==> config.mk <==
export PLATFORM = sky130hd
export DESIGN_NAME = image_block_average_downscale_top
export DESIGN_NICKNAME = d
export VERILOG_FILES = /design/src/sv/ibad_pkg.sv /design/src/sv/ibad_acc_ram.sv /design/src/sv/ibad_divider.sv /design/src/sv/ibad_cfg_regs.sv /design/src/sv/image_block_average_downscale_top.sv
export SDC_FILE = /design/constraint.sdc
export NUM_CORES = 1
export LEC_CHECK = 0
export ABC_AREA = 1
export CAP_MARGIN = 15
export CORE_AREA = 2 2 222 224
export CTS_BUF_LIST = sky130_fd_sc_hd__clkbuf_16
export CTS_CLUSTER_SIZE = 8
export DETAILED_ROUTE_END_ITERATION = 8
export DIE_AREA = 0 0 224 226
export DONT_BUFFER_PORTS = 1
export PLACE_DENSITY = 0.62
export SLEW_MARGIN = 0
export SYNTH_ARGS = -nofsm -noshare
export SYNTH_HDL_FRONTEND = slang
export SYNTH_SLANG_ARGS = --single-unit
==> constraint.sdc <==
create_clock -name clk -period 9.26 [get_ports clk]
set_clock_uncertainty 0.15 [all_clocks]
set_input_delay 2.778 -clock clk [delete_from_list [all_inputs] [get_ports clk]]
set_output_delay 2.778 -clock clk [all_outputs]
set_load 0.03 [all_outputs]
==> src/sv/ibad_pkg.sv <==
// Shared types and constants for the block-average image downscaler.
// Holds sizes, register indexes, channel codes, the control state type and
// the configuration and divider request structs. No dependencies.
package ibad_pkg;

    // Grid and field sizes
    localparam int GRID_SIZE  = 16;
    localparam int GRID_W     = $clog2(GRID_SIZE);
    localparam int PIX_W      = 8;
    localparam int SIZE_W     = 13;
    localparam int MIN_SIZE   = 16;
    localparam int MAX_WIDTH  = 4096;
    localparam int MAX_HEIGHT = 4096;
    localparam int POS_W      = 12;
    localparam int CNT_W      = 9;
    localparam int ACC_W      = 17;
    localparam int CH_W       = 2;
    localparam int DIV_CNT_W  = $clog2(ACC_W);

    // Configuration port
    localparam int ADDR_W = 4;
    localparam int DATA_W = 32;

    // Register indexes (word address bits)
    localparam logic [1:0] REG_WIDTH   = 2'd0;
    localparam logic [1:0] REG_HEIGHT  = 2'd1;
    localparam logic [1:0] REG_CHANNEL = 2'd2;

    // Channel codes; any other code selects blue
    localparam logic [CH_W-1:0] CH_RED   = 2'd0;
    localparam logic [CH_W-1:0] CH_GREEN = 2'd1;

    typedef enum logic [2:0] {
        S_IDLE,
        S_BIN_DIV,
        S_EMIT_RD,
        S_EMIT_START,
        S_EMIT_DIV
    } state_t;

    typedef struct packed {
        logic [SIZE_W-1:0] image_width;
        logic [SIZE_W-1:0] image_height;
        logic [CH_W-1:0]   channel_select;
        logic              restart;
    } cfg_t;

    typedef struct packed {
        logic             start;
        logic [ACC_W-1:0] dividend;
        logic [CNT_W-1:0] divisor;
    } div_req_t;

endpackage

==> src/sv/ibad_acc_ram.sv <==
// Column accumulator memory: one write port and one registered read port.
// Depends on ibad_pkg for depth and data width.
module ibad_acc_ram (
    input  logic                         clk,
    input  logic                         rd_en,
    input  logic [ibad_pkg::GRID_W-1:0]  rd_addr,
    output logic [ibad_pkg::ACC_W-1:0]   rd_data,
    input  logic                         wr_en,
    input  logic [ibad_pkg::GRID_W-1:0]  wr_addr,
    input  logic [ibad_pkg::ACC_W-1:0]   wr_data
);

    logic [ibad_pkg::ACC_W-1:0] acc_mem [ibad_pkg::GRID_SIZE];
    logic [ibad_pkg::ACC_W-1:0] rd_data_reg;

    // Write port
    always_ff @(posedge clk)
    begin
        if (wr_en)
        begin
            acc_mem[wr_addr] <= wr_data;
        end
    end

    // Registered read port
    always_ff @(posedge clk)
    begin
        if (rd_en)
        begin
            rd_data_reg <= acc_mem[rd_addr];
        end
    end

    assign rd_data = rd_data_reg;

endmodule

==> src/sv/ibad_divider.sv <==
// Restoring divider, one quotient bit per cycle, shared by bin and band work.
// Depends on ibad_pkg for widths and the request struct.
module ibad_divider (
    input  logic                        clk,
    input  logic                        rst_n,
    input  ibad_pkg::div_req_t          req,
    output logic                        busy,
    output logic                        done,
    output logic [ibad_pkg::ACC_W-1:0]  quotient
);

    logic                              busy_reg;
    logic                              done_reg;
    logic [ibad_pkg::DIV_CNT_W-1:0]    count_reg;
    logic [ibad_pkg::ACC_W-1:0]        quo_reg;
    logic [ibad_pkg::CNT_W-1:0]        rem_reg;
    logic [ibad_pkg::CNT_W-1:0]        divisor_reg;

    logic [ibad_pkg::CNT_W:0]          trial;
    logic [ibad_pkg::CNT_W:0]          diff;
    logic                              fits;
    logic [ibad_pkg::CNT_W-1:0]        rem_next;
    logic [ibad_pkg::ACC_W-1:0]        quo_next;

    // One restoring step: shift in the next dividend bit, subtract if it fits
    always_comb
    begin
        trial    = {rem_reg, quo_reg[ibad_pkg::ACC_W-1]};
        diff     = trial - {1'b0, divisor_reg};
        fits     = trial >= {1'b0, divisor_reg};
        rem_next = fits ? diff[ibad_pkg::CNT_W-1:0] : trial[ibad_pkg::CNT_W-1:0];
        quo_next = {quo_reg[ibad_pkg::ACC_W-2:0], fits};
    end

    // Control: start loads, step until the last bit, then flag done
    always_ff @(posedge clk or negedge rst_n)
    begin
        if (!rst_n)
        begin
            busy_reg  <= 1'b0;
            done_reg  <= 1'b0;
            count_reg <= '0;
        end
        else if (req.start)
        begin
            busy_reg  <= 1'b1;
            done_reg  <= 1'b0;
            count_reg <= '0;
        end
        else if (busy_reg)
        begin
            if (count_reg == ibad_pkg::DIV_CNT_W'(ibad_pkg::ACC_W - 1))
            begin
                busy_reg <= 1'b0;
                done_reg <= 1'b1;
            end
            else
            begin
                count_reg <= count_reg + 1'b1;
            end
        end
    end

    // Datapath
    always_ff @(posedge clk)
    begin
        if (req.start)
        begin
            quo_reg     <= req.dividend;
            rem_reg     <= '0;
            divisor_reg <= req.divisor;
        end
        else if (busy_reg)
        begin
            quo_reg <= quo_next;
            rem_reg <= rem_next;
        end
    end

    assign busy     = busy_reg;
    assign done     = done_reg;
    assign quotient = quo_reg;

endmodule

==> src/sv/ibad_cfg_regs.sv <==
// APB-style configuration registers: image width, image height, channel.
// A size write raises a one-cycle restart. Depends on ibad_pkg.
module ibad_cfg_regs (
    input  logic                          clk,
    input  logic                          rst_n,
    input  logic                          psel,
    input  logic                          penable,
    input  logic                          pwrite,
    input  logic [ibad_pkg::ADDR_W-1:0]   paddr,
    input  logic [ibad_pkg::DATA_W-1:0]   pwdata,
    output logic [ibad_pkg::DATA_W-1:0]   prdata,
    output logic                          pready,
    output ibad_pkg::cfg_t                cfg
);

    logic [ibad_pkg::SIZE_W-1:0] width_reg;
    logic [ibad_pkg::SIZE_W-1:0] height_reg;
    logic [ibad_pkg::CH_W-1:0]   channel_reg;
    logic                        wr_en;
    logic [1:0]                  reg_idx;

    assign pready  = 1'b1;
    assign wr_en   = psel && penable && pwrite && pready;
    assign reg_idx = paddr[3:2];

    // Register writes
    always_ff @(posedge clk or negedge rst_n)
    begin
        if (!rst_n)
        begin
            width_reg   <= ibad_pkg::SIZE_W'(ibad_pkg::MIN_SIZE);
            height_reg  <= ibad_pkg::SIZE_W'(ibad_pkg::MIN_SIZE);
            channel_reg <= ibad_pkg::CH_RED;
        end
        else if (wr_en)
        begin
            unique case (reg_idx)
                ibad_pkg::REG_WIDTH:   width_reg   <= pwdata[ibad_pkg::SIZE_W-1:0];
                ibad_pkg::REG_HEIGHT:  height_reg  <= pwdata[ibad_pkg::SIZE_W-1:0];
                ibad_pkg::REG_CHANNEL: channel_reg <= pwdata[ibad_pkg::CH_W-1:0];
                default: ;
            endcase
        end
    end

    // Read mux
    always_comb
    begin
        unique case (reg_idx)
            ibad_pkg::REG_WIDTH:   prdata = ibad_pkg::DATA_W'(width_reg);
            ibad_pkg::REG_HEIGHT:  prdata = ibad_pkg::DATA_W'(height_reg);
            ibad_pkg::REG_CHANNEL: prdata = ibad_pkg::DATA_W'(channel_reg);
            default:               prdata = '0;
        endcase
    end

    // Drive the configuration view; a size write restarts the frame
    always_comb
    begin
        cfg.image_width    = width_reg;
        cfg.image_height   = height_reg;
        cfg.channel_select = channel_reg;
        cfg.restart        = wr_en &&
                             (reg_idx == ibad_pkg::REG_WIDTH ||
                              reg_idx == ibad_pkg::REG_HEIGHT);
    end

endmodule

==> src/sv/image_block_average_downscale_top.sv <==
// Top level of the block-average downscaler to a 16x16 grid.
// Depends on ibad_pkg, ibad_cfg_regs, ibad_acc_ram and ibad_divider.
//
// Usage:
//   Pixels (red, green, blue) enter in raster order on the input channel
//   (in_valid / in_stall). One channel, picked by channel_select, is summed
//   per horizontal bin; the truncated bin average is added into one of 16
//   column accumulators held in a small synchronous memory.
//   When a band of rows ends, 16 results leave on the output channel
//   (out_valid / out_stall) in column order, each the accumulator divided
//   by the band's row count, tagged with grid row and column.
//   Pixels inside a bin are taken back to back. A pixel that closes a bin
//   holds the input for the 17-step serial divider and the accumulator
//   read-modify-write. After the last pixel of a band, each column result is
//   read, divided and loaded in turn; the next read waits for that load.
//   in_stall is high while a division or a band readout is in progress.
//   A result waits in the output register while out_stall is high; the
//   readout halts until that register frees up.
//   Reset: width and height 16, red channel, empty frame, all accumulators
//   read as zero. A write to the width or height register restarts the frame.
module image_block_average_downscale_top (
    input  logic                          clk,
    input  logic                          rst_n,
    // configuration port
    input  logic                          psel,
    input  logic                          penable,
    input  logic                          pwrite,
    input  logic [ibad_pkg::ADDR_W-1:0]   paddr,
    input  logic [ibad_pkg::DATA_W-1:0]   pwdata,
    output logic [ibad_pkg::DATA_W-1:0]   prdata,
    output logic                          pready,
    // pixel requests
    input  logic                          in_valid,
    output logic                          in_stall,
    input  logic [ibad_pkg::PIX_W-1:0]    red,
    input  logic [ibad_pkg::PIX_W-1:0]    green,
    input  logic [ibad_pkg::PIX_W-1:0]    blue,
    // result requests
    output logic                          out_valid,
    input  logic                          out_stall,
    output logic [ibad_pkg::PIX_W-1:0]    average,
    output logic [ibad_pkg::GRID_W-1:0]   out_row,
    output logic [ibad_pkg::GRID_W-1:0]   out_col,
    output logic                          band_last,
    output logic                          frame_last
);

    localparam logic [ibad_pkg::GRID_W-1:0] LAST_CELL = ibad_pkg::GRID_W'(ibad_pkg::GRID_SIZE - 1);

    ibad_pkg::cfg_t              cfg;
    ibad_pkg::state_t            state_reg;
    ibad_pkg::state_t            state_next;
    ibad_pkg::div_req_t          div_req;

    logic                        div_busy;
    logic                        div_done;
    logic [ibad_pkg::ACC_W-1:0]  div_quo;

    logic                        ram_rd_en;
    logic [ibad_pkg::GRID_W-1:0] ram_rd_addr;
    logic [ibad_pkg::ACC_W-1:0]  ram_rd_data;
    logic                        ram_wr_en;
    logic [ibad_pkg::ACC_W-1:0]  ram_wr_data;

    // frame position state
    logic [ibad_pkg::POS_W-1:0]  col_x_reg;
    logic [ibad_pkg::CNT_W-1:0]  pos_reg;
    logic [ibad_pkg::GRID_W-1:0] bin_reg;
    logic [ibad_pkg::ACC_W-1:0]  bin_sum_reg;
    logic [ibad_pkg::POS_W-1:0]  row_y_reg;
    logic [ibad_pkg::GRID_W-1:0] band_reg;
    logic [ibad_pkg::CNT_W-1:0]  band_rows_reg;
    logic [ibad_pkg::GRID_SIZE-1:0] valid_reg;

    // pending work for the current bin end
    logic [ibad_pkg::GRID_W-1:0] acc_bin_reg;
    logic                        band_pend_reg;
    logic                        frame_pend_reg;
    logic [ibad_pkg::GRID_W-1:0] emit_band_reg;
    logic [ibad_pkg::GRID_W-1:0] emit_col_reg;

    // output register
    logic                        out_valid_reg;
    logic [ibad_pkg::PIX_W-1:0]  average_reg;
    logic [ibad_pkg::GRID_W-1:0] out_row_reg;
    logic [ibad_pkg::GRID_W-1:0] out_col_reg;
    logic                        band_last_reg;
    logic                        frame_last_reg;

    // combinational helpers
    logic [ibad_pkg::SIZE_W-1:0] w_clamp;
    logic [ibad_pkg::SIZE_W-1:0] h_clamp;
    logic [ibad_pkg::CNT_W-1:0]  wbase;
    logic [ibad_pkg::CNT_W-1:0]  hbase;
    logic [ibad_pkg::CNT_W-1:0]  bin_size;
    logic [ibad_pkg::PIX_W-1:0]  sample;
    logic [ibad_pkg::ACC_W-1:0]  bin_sum_add;
    logic [ibad_pkg::CNT_W-1:0]  rows_new;
    logic                        accept;
    logic                        last_bin;
    logic                        last_band;
    logic                        row_end;
    logic                        bin_end;
    logic                        frame_end;
    logic                        band_end;
    logic                        slot_free;
    logic                        out_load;
    logic                        emit_done;
    logic [ibad_pkg::ACC_W-1:0]  acc_old;
    logic [ibad_pkg::ACC_W-1:0]  emit_acc;
    logic [ibad_pkg::PIX_W-1:0]  avg_sat;

    ibad_cfg_regs u_cfg (
        .clk     (clk),
        .rst_n   (rst_n),
        .psel    (psel),
        .penable (penable),
        .pwrite  (pwrite),
        .paddr   (paddr),
        .pwdata  (pwdata),
        .prdata  (prdata),
        .pready  (pready),
        .cfg     (cfg)
    );

    ibad_acc_ram u_ram (
        .clk     (clk),
        .rd_en   (ram_rd_en),
        .rd_addr (ram_rd_addr),
        .rd_data (ram_rd_data),
        .wr_en   (ram_wr_en),
        .wr_addr (acc_bin_reg),
        .wr_data (ram_wr_data)
    );

    ibad_divider u_div (
        .clk      (clk),
        .rst_n    (rst_n),
        .req      (div_req),
        .busy     (div_busy),
        .done     (div_done),
        .quotient (div_quo)
    );

    // Clamp sizes and derive bin and band base sizes
    always_comb
    begin
        if (cfg.image_width < ibad_pkg::SIZE_W'(ibad_pkg::MIN_SIZE))
            w_clamp = ibad_pkg::SIZE_W'(ibad_pkg::MIN_SIZE);
        else if (cfg.image_width > ibad_pkg::SIZE_W'(ibad_pkg::MAX_WIDTH))
            w_clamp = ibad_pkg::SIZE_W'(ibad_pkg::MAX_WIDTH);
        else
            w_clamp = cfg.image_width;

        if (cfg.image_height < ibad_pkg::SIZE_W'(ibad_pkg::MIN_SIZE))
            h_clamp = ibad_pkg::SIZE_W'(ibad_pkg::MIN_SIZE);
        else if (cfg.image_height > ibad_pkg::SIZE_W'(ibad_pkg::MAX_HEIGHT))
            h_clamp = ibad_pkg::SIZE_W'(ibad_pkg::MAX_HEIGHT);
        else
            h_clamp = cfg.image_height;

        wbase = w_clamp[ibad_pkg::SIZE_W-1:ibad_pkg::GRID_W];
        hbase = h_clamp[ibad_pkg::SIZE_W-1:ibad_pkg::GRID_W];
    end

    // Pick the averaged channel; the unused code falls to blue
    always_comb
    begin
        case (cfg.channel_select)
            ibad_pkg::CH_RED:   sample = red;
            ibad_pkg::CH_GREEN: sample = green;
            default:            sample = blue;
        endcase
    end

    // Position decode for the incoming pixel
    always_comb
    begin
        accept      = in_valid && !in_stall;
        last_bin    = bin_reg == LAST_CELL;
        last_band   = band_reg == LAST_CELL;
        bin_sum_add = bin_sum_reg + ibad_pkg::ACC_W'(sample);
        row_end     = {1'b0, col_x_reg} >= (w_clamp - 1'b1);
        bin_end     = row_end ||
                      (!last_bin && ({1'b0, pos_reg} + 1'b1) == {1'b0, wbase});
        bin_size    = last_bin ? wbase + ibad_pkg::CNT_W'(w_clamp[ibad_pkg::GRID_W-1:0])
                               : wbase;
        rows_new    = band_rows_reg + 1'b1;
        frame_end   = {1'b0, row_y_reg} >= (h_clamp - 1'b1);
        band_end    = frame_end || (!last_band && rows_new == hbase);
    end

    // Accumulator and result arithmetic
    always_comb
    begin
        acc_old     = valid_reg[acc_bin_reg] ? ram_rd_data : '0;
        emit_acc    = valid_reg[emit_col_reg] ? ram_rd_data : '0;
        ram_wr_data = acc_old + div_quo;
        avg_sat     = (|div_quo[ibad_pkg::ACC_W-1:ibad_pkg::PIX_W])
                      ? '1 : div_quo[ibad_pkg::PIX_W-1:0];
        slot_free   = !out_valid_reg || !out_stall;
    end

    // Next state
    always_comb
    begin
        state_next = state_reg;
        unique case (state_reg)
            ibad_pkg::S_IDLE:
                if (accept && bin_end)
                    state_next = ibad_pkg::S_BIN_DIV;
            ibad_pkg::S_BIN_DIV:
                if (div_done)
                    state_next = band_pend_reg ? ibad_pkg::S_EMIT_RD : ibad_pkg::S_IDLE;
            ibad_pkg::S_EMIT_RD:
                state_next = ibad_pkg::S_EMIT_START;
            ibad_pkg::S_EMIT_START:
                state_next = ibad_pkg::S_EMIT_DIV;
            ibad_pkg::S_EMIT_DIV:
                if (div_done && slot_free)
                    state_next = (emit_col_reg == LAST_CELL) ? ibad_pkg::S_IDLE
                                                             : ibad_pkg::S_EMIT_RD;
            default:
                state_next = ibad_pkg::S_IDLE;
        endcase
    end

    // State outputs
    always_comb
    begin
        in_stall         = 1'b1;
        ram_rd_en        = 1'b0;
        ram_rd_addr      = bin_reg;
        ram_wr_en        = 1'b0;
        div_req.start    = 1'b0;
        div_req.dividend = bin_sum_add;
        div_req.divisor  = bin_size;
        out_load         = 1'b0;
        emit_done        = 1'b0;
        unique case (state_reg)
            ibad_pkg::S_IDLE:
            begin
                in_stall      = 1'b0;
                ram_rd_en     = accept && bin_end;
                div_req.start = accept && bin_end;
            end
            ibad_pkg::S_BIN_DIV:
                ram_wr_en = div_done;
            ibad_pkg::S_EMIT_RD:
            begin
                ram_rd_en   = 1'b1;
                ram_rd_addr = emit_col_reg;
            end
            ibad_pkg::S_EMIT_START:
            begin
                div_req.start    = 1'b1;
                div_req.dividend = emit_acc;
                div_req.divisor  = band_rows_reg;
            end
            ibad_pkg::S_EMIT_DIV:
            begin
                out_load  = div_done && slot_free;
                emit_done = div_done && slot_free && emit_col_reg == LAST_CELL;
            end
            default: ;
        endcase
    end

    always_ff @(posedge clk or negedge rst_n)
    begin
        if (!rst_n)
            state_reg <= ibad_pkg::S_IDLE;
        else
            state_reg <= state_next;
    end

    // Advance column, bin and row counters per accepted pixel
    always_ff @(posedge clk or negedge rst_n)
    begin
        if (!rst_n)
        begin
            col_x_reg      <= '0;
            pos_reg        <= '0;
            bin_reg        <= '0;
            bin_sum_reg    <= '0;
            row_y_reg      <= '0;
            band_reg       <= '0;
            band_rows_reg  <= '0;
            valid_reg      <= '0;
            band_pend_reg  <= 1'b0;
            frame_pend_reg <= 1'b0;
            emit_col_reg   <= '0;
        end
        else if (cfg.restart)
        begin
            col_x_reg     <= '0;
            pos_reg       <= '0;
            bin_reg       <= '0;
            bin_sum_reg   <= '0;
            row_y_reg     <= '0;
            band_reg      <= '0;
            band_rows_reg <= '0;
            valid_reg     <= '0;
            band_pend_reg <= 1'b0;
            emit_col_reg  <= '0;
        end
        else
        begin
            if (accept)
            begin
                bin_sum_reg <= bin_end ? '0 : bin_sum_add;
                if (row_end)
                begin
                    col_x_reg      <= '0;
                    pos_reg        <= '0;
                    bin_reg        <= '0;
                    band_rows_reg  <= rows_new;
                    row_y_reg      <= frame_end ? '0 : row_y_reg + 1'b1;
                    band_pend_reg  <= band_end;
                    frame_pend_reg <= frame_end;
                    if (band_end)
                        band_reg <= frame_end ? '0 : band_reg + 1'b1;
                end
                else
                begin
                    col_x_reg <= col_x_reg + 1'b1;
                    band_pend_reg <= 1'b0;
                    if (bin_end)
                    begin
                        pos_reg <= '0;
                        bin_reg <= bin_reg + 1'b1;
                    end
                    else
                    begin
                        pos_reg <= pos_reg + 1'b1;
                    end
                end
            end

            // Mark the accumulator written
            if (ram_wr_en)
                valid_reg[acc_bin_reg] <= 1'b1;

            // Step through the band readout; drop all accumulators at its end
            if (out_load)
            begin
                if (emit_done)
                begin
                    emit_col_reg  <= '0;
                    valid_reg     <= '0;
                    band_rows_reg <= '0;
                    band_pend_reg <= 1'b0;
                end
                else
                begin
                    emit_col_reg <= emit_col_reg + 1'b1;
                end
            end
        end
    end

    // Hold the bin index and band tag of the pending work
    always_ff @(posedge clk)
    begin
        if (accept && bin_end)
        begin
            acc_bin_reg   <= bin_reg;
            emit_band_reg <= band_reg;
        end
    end

    // Output register: load a result, drop it once taken
    always_ff @(posedge clk or negedge rst_n)
    begin
        if (!rst_n)
            out_valid_reg <= 1'b0;
        else if (out_load)
            out_valid_reg <= 1'b1;
        else if (!out_stall)
            out_valid_reg <= 1'b0;
    end

    always_ff @(posedge clk)
    begin
        if (out_load)
        begin
            average_reg    <= avg_sat;
            out_row_reg    <= emit_band_reg;
            out_col_reg    <= emit_col_reg;
            band_last_reg  <= emit_col_reg == LAST_CELL;
            frame_last_reg <= (emit_col_reg == LAST_CELL) && frame_pend_reg;
        end
    end

    assign out_valid  = out_valid_reg;
    assign average    = average_reg;
    assign out_row    = out_row_reg;
    assign out_col    = out_col_reg;
    assign band_last  = band_last_reg;
    assign frame_last = frame_last_reg;

`ifndef SYNTHESIS
    // No pixel is taken while the divider works
    a_stall_while_div: assert property (@(posedge clk) disable iff (!rst_n)
        div_busy |-> in_stall)
        else $error("pixel accepted during division");

    // The accumulator is written only with a finished quotient
    a_write_after_div: assert property (@(posedge clk) disable iff (!rst_n)
        ram_wr_en |-> (div_done && !div_busy))
        else $error("accumulator written before division finished");

    // The band closes on the last column
    a_band_last_col: assert property (@(posedge clk) disable iff (!rst_n)
        (out_valid && band_last) |-> (out_col == LAST_CELL))
        else $error("band_last away from last column");

    // The frame closes on the last cell of the last band
    a_frame_last_cell: assert property (@(posedge clk) disable iff (!rst_n)
        (out_valid && frame_last) |-> (band_last && out_row == LAST_CELL))
        else $error("frame_last away from last cell");
`endif

endmodule
==> metrics.cfg <==
[status]
status=complete, no violations

[timing]
grt_setup_unrepaired=false
final-hold-violation-count=0
period_share_pct=76.4
drv_slew=0
slew-limit-headroom_pct=19.7
finalSetupTns_ns=0
fmax_mhz=141
worstMarginPinSlew_ns=1.20
post-route-min-period_ns=7.08
setup_violations=0

[setup_path]
worstPathArrival_ns=4.15
crit_slowest_cell=o21ai_0
r2r_cells=23
crit_buf_inv=2
timing.rr.end=u_div.quotient[8]$_DFFE_PP_
path_delay_family=compound AO/OA/AOI/OAI gates
cp-end-kind=primary output
critPathKind=in2out
worstPathRequired_ns=6.33
crit_path_start_kind=primary input
critPathMaxFanout=7
critPathMostFrequentCell=inv_1
rr_startpoint=u_cfg.width_reg[12]$_DFFE_PN0P_
crit_chain=inv_1, nor2_1, inv_1, o21ai_0
reg2reg_slack_ns=4.16
cpPeakStageDelay_ns=0.77

[final_layout]
drive_above_1_share_pct=6.94
layout.nets=2634
seq_area_um2=13600
fillers=4152
multiInputGateArea_um2=8950
final_cell_count_no_fill=3145
fin_area_um2=26600
largest_register_ff_count=272
syn_to_final_growth_pct=11.0
regMostFlops=u_ram.acc_mem

[cts]
clk_latency_ns=0.62
cts_tree=built
root_buffer=clkbuf_16
h-tree-depth=3
numCtsBuffers=70
post_cts_buffers=0
cts-hold-fix-buffers=0
clk_pin_slew_ns=0.05
cts_buffer_depth=3
ctsResizeCount=0
clock-sinks=478

[route]
antenna_violating_nets_post_route=0
drt-pass1-iter-count=5
vias=17700
wl_per_cell_um=19.6
avgViaCountPerCell=5.64
drc=0
wirelength_mm=61.8
drtIter0Drc=1459

[placement]
io_buffer_count=0
dp.cells=3033
gp_congestion=0.910
dp_hpwl_mm=39.1
placedInstanceArea_um2=24500

[floorplan]
die_w_um=224
die_y_um=226
io_pins=120
core-area_um2=48300
num_rows=81
initial_core_util_pct=49.5
dieArea_um2=50600

[min_path]
holdCritPathClass=reg2reg
worstHoldStart=emit_band_reg[0]$_DFFE_PP_
min_path_cells=0
whs_endpoint=out_row[0]$_DFFE_PP_

[synth]
yosys-top-cells-area=edfxtp_1, dfrtp_1, nand2_1
synth-seq-cells=478
yosysWarnings=0
syn_area_per_cell_um2=9.66
syn_inst=2477
yosysTopAreaCell=edfxtp_1
seq_area_frac_synth_pct=57.0
synthesis.area_um2=23900
synth_edf_count=341
yosysTopAreaCellShare_pct=42.8
synth_cell_types=58
synth_ff_type=edfxtp_1
ys_async_sr_fraction_pct=26.8

[global_route]
top_usage_layer=met2
gr-total-overflow=0
grt_max_degree=129
gr-usage-met2_pct=39.9
grtUsageTotal_pct=24.7
grt_antenna_before_repair=2
first_global_vias=17300
met1_usage_pct=33.2
met3_usage_pct=5.00
grt_pass1_wl_mm=96.4

[power]
leakage_nw=11.0
p_per_area_nw_per_um2=304
vdd_drop_max_uv=162
finalPower_mw=8.08

[flow_run]
max_cap_viol_count=0

## Yosys cell counts (3+ instances only)
cell type,count
nand2_1,436
edfxtp_1,341
nor2_1,339
inv_1,236
o21ai_0,225
dfrtp_1,126
nand3_1,121
ha_1,72
xor2_1,71
a21oi_1,65
clkbuf_1,62
o221ai_1,52
o22ai_1,50
nand4_1,30
o211ai_1,26
buf_4,25
nor3_1,25
nand3b_1,22
buf_2,17
xnor2_1,15
o21ai_1,14
a22oi_1,9
dfxtp_1,9
nand2_2,9
inv_2,8
nor2_2,6
nand3_2,5
clkinv_1,4
fa_1,4
nor4_1,4
o21a_1,4
a21oi_2,3
a31oi_1,3
buf_6,3
## placed cells by master (no fill, tap or decap), types with 9 or more instances in the layout
cell type	synthesis	layout
o21ai_1	14	13
nor2_1	339	323
nor2_2	6	18
a21oi_1	65	65
dfrtp_1	126	126
nand4_1	30	30
dfxtp_1	9	9
buf_4	25	33
edfxtp_1	341	341
xnor2_1	15	15
xor2_1	71	71
nand3b_1	22	22
o221ai_1	52	52
clkbuf_16	0	70
o21ai_0	225	225
o211ai_1	26	26
a22oi_1	9	9
inv_1	236	259
nand2_1	436	436
nand3_1	121	121
nor3_1	25	25
ha_1	72	72
conb_1	2	20
o22ai_1	50	50
nand2_2	9	9
## routing by layer
layer	vias to the layer above	wire, µm
li1	8503	-
met1	8619	27200
met2	501	28900
met3	121	3700
met4	2	1950
met5	-	13
## cell type report
| cell class | instances | share of cell area (%) |
|---|---|---|
| Tap cell | 622 | 2.93 |
| Multi-Input combinational cell | 1658 | 33.7 |
| Antenna cell | 1 | 0.00942 |
| Sequential cell | 478 | 51.3 |
| Clock inverter | 33 | 0.928 |
| Inverter | 248 | 3.51 |
| Clock buffer | 70 | 6.60 |
| Timing Repair Buffer | 35 | 1.03 |
## kinds of logic after synthesis
family / count (synthesis) / synth area share, %
flops: 478 / 57.0
simple gates: 1009 / 18.0
xor+xnor: 86 / 3.15
buf+inv: 359 / 6.22
other cells: 2 / 0.0314
fa+ha+maj: 76 / 4.10
compound gates: 467 / 11.6
## metrics by stage
stage | hold slack (ns) | util [%] | setup slack [ns]
floorplan | 0.250 | - | 2.37
global placement | 0.257 | 50.7 | 2.22
detailed placement | 0.256 | 50.7 | 2.19
CTS | 0.264 | 54.8 | 2.19
global route | 0.273 | 54.9 | 2.06
finish | 0.262 | 54.9 | 2.18
## worst max-delay path by stage
stage                     slack (ns)     start        end  cells past startpoint
after CTS                       2.19  paddr[2]  prdata[5]                      4
after global routing            2.06  paddr[2]  prdata[5]                      4
after detailed placement        2.19  paddr[2]  prdata[5]                      4
after floorplan                 2.37  paddr[2]  prdata[5]                      4
final                           2.18  paddr[2]  prdata[5]                      4
after global placement          2.22  paddr[2]  prdata[5]                      4
## power breakdown
group,total [mW],switching [mW],internal (mW)
Combinational,2.60,1.76,0.837
Sequential,3.17,0.248,2.92
Clock,2.31,0.945,1.36
No activity file was read; power rests on OpenSTA's default activity.
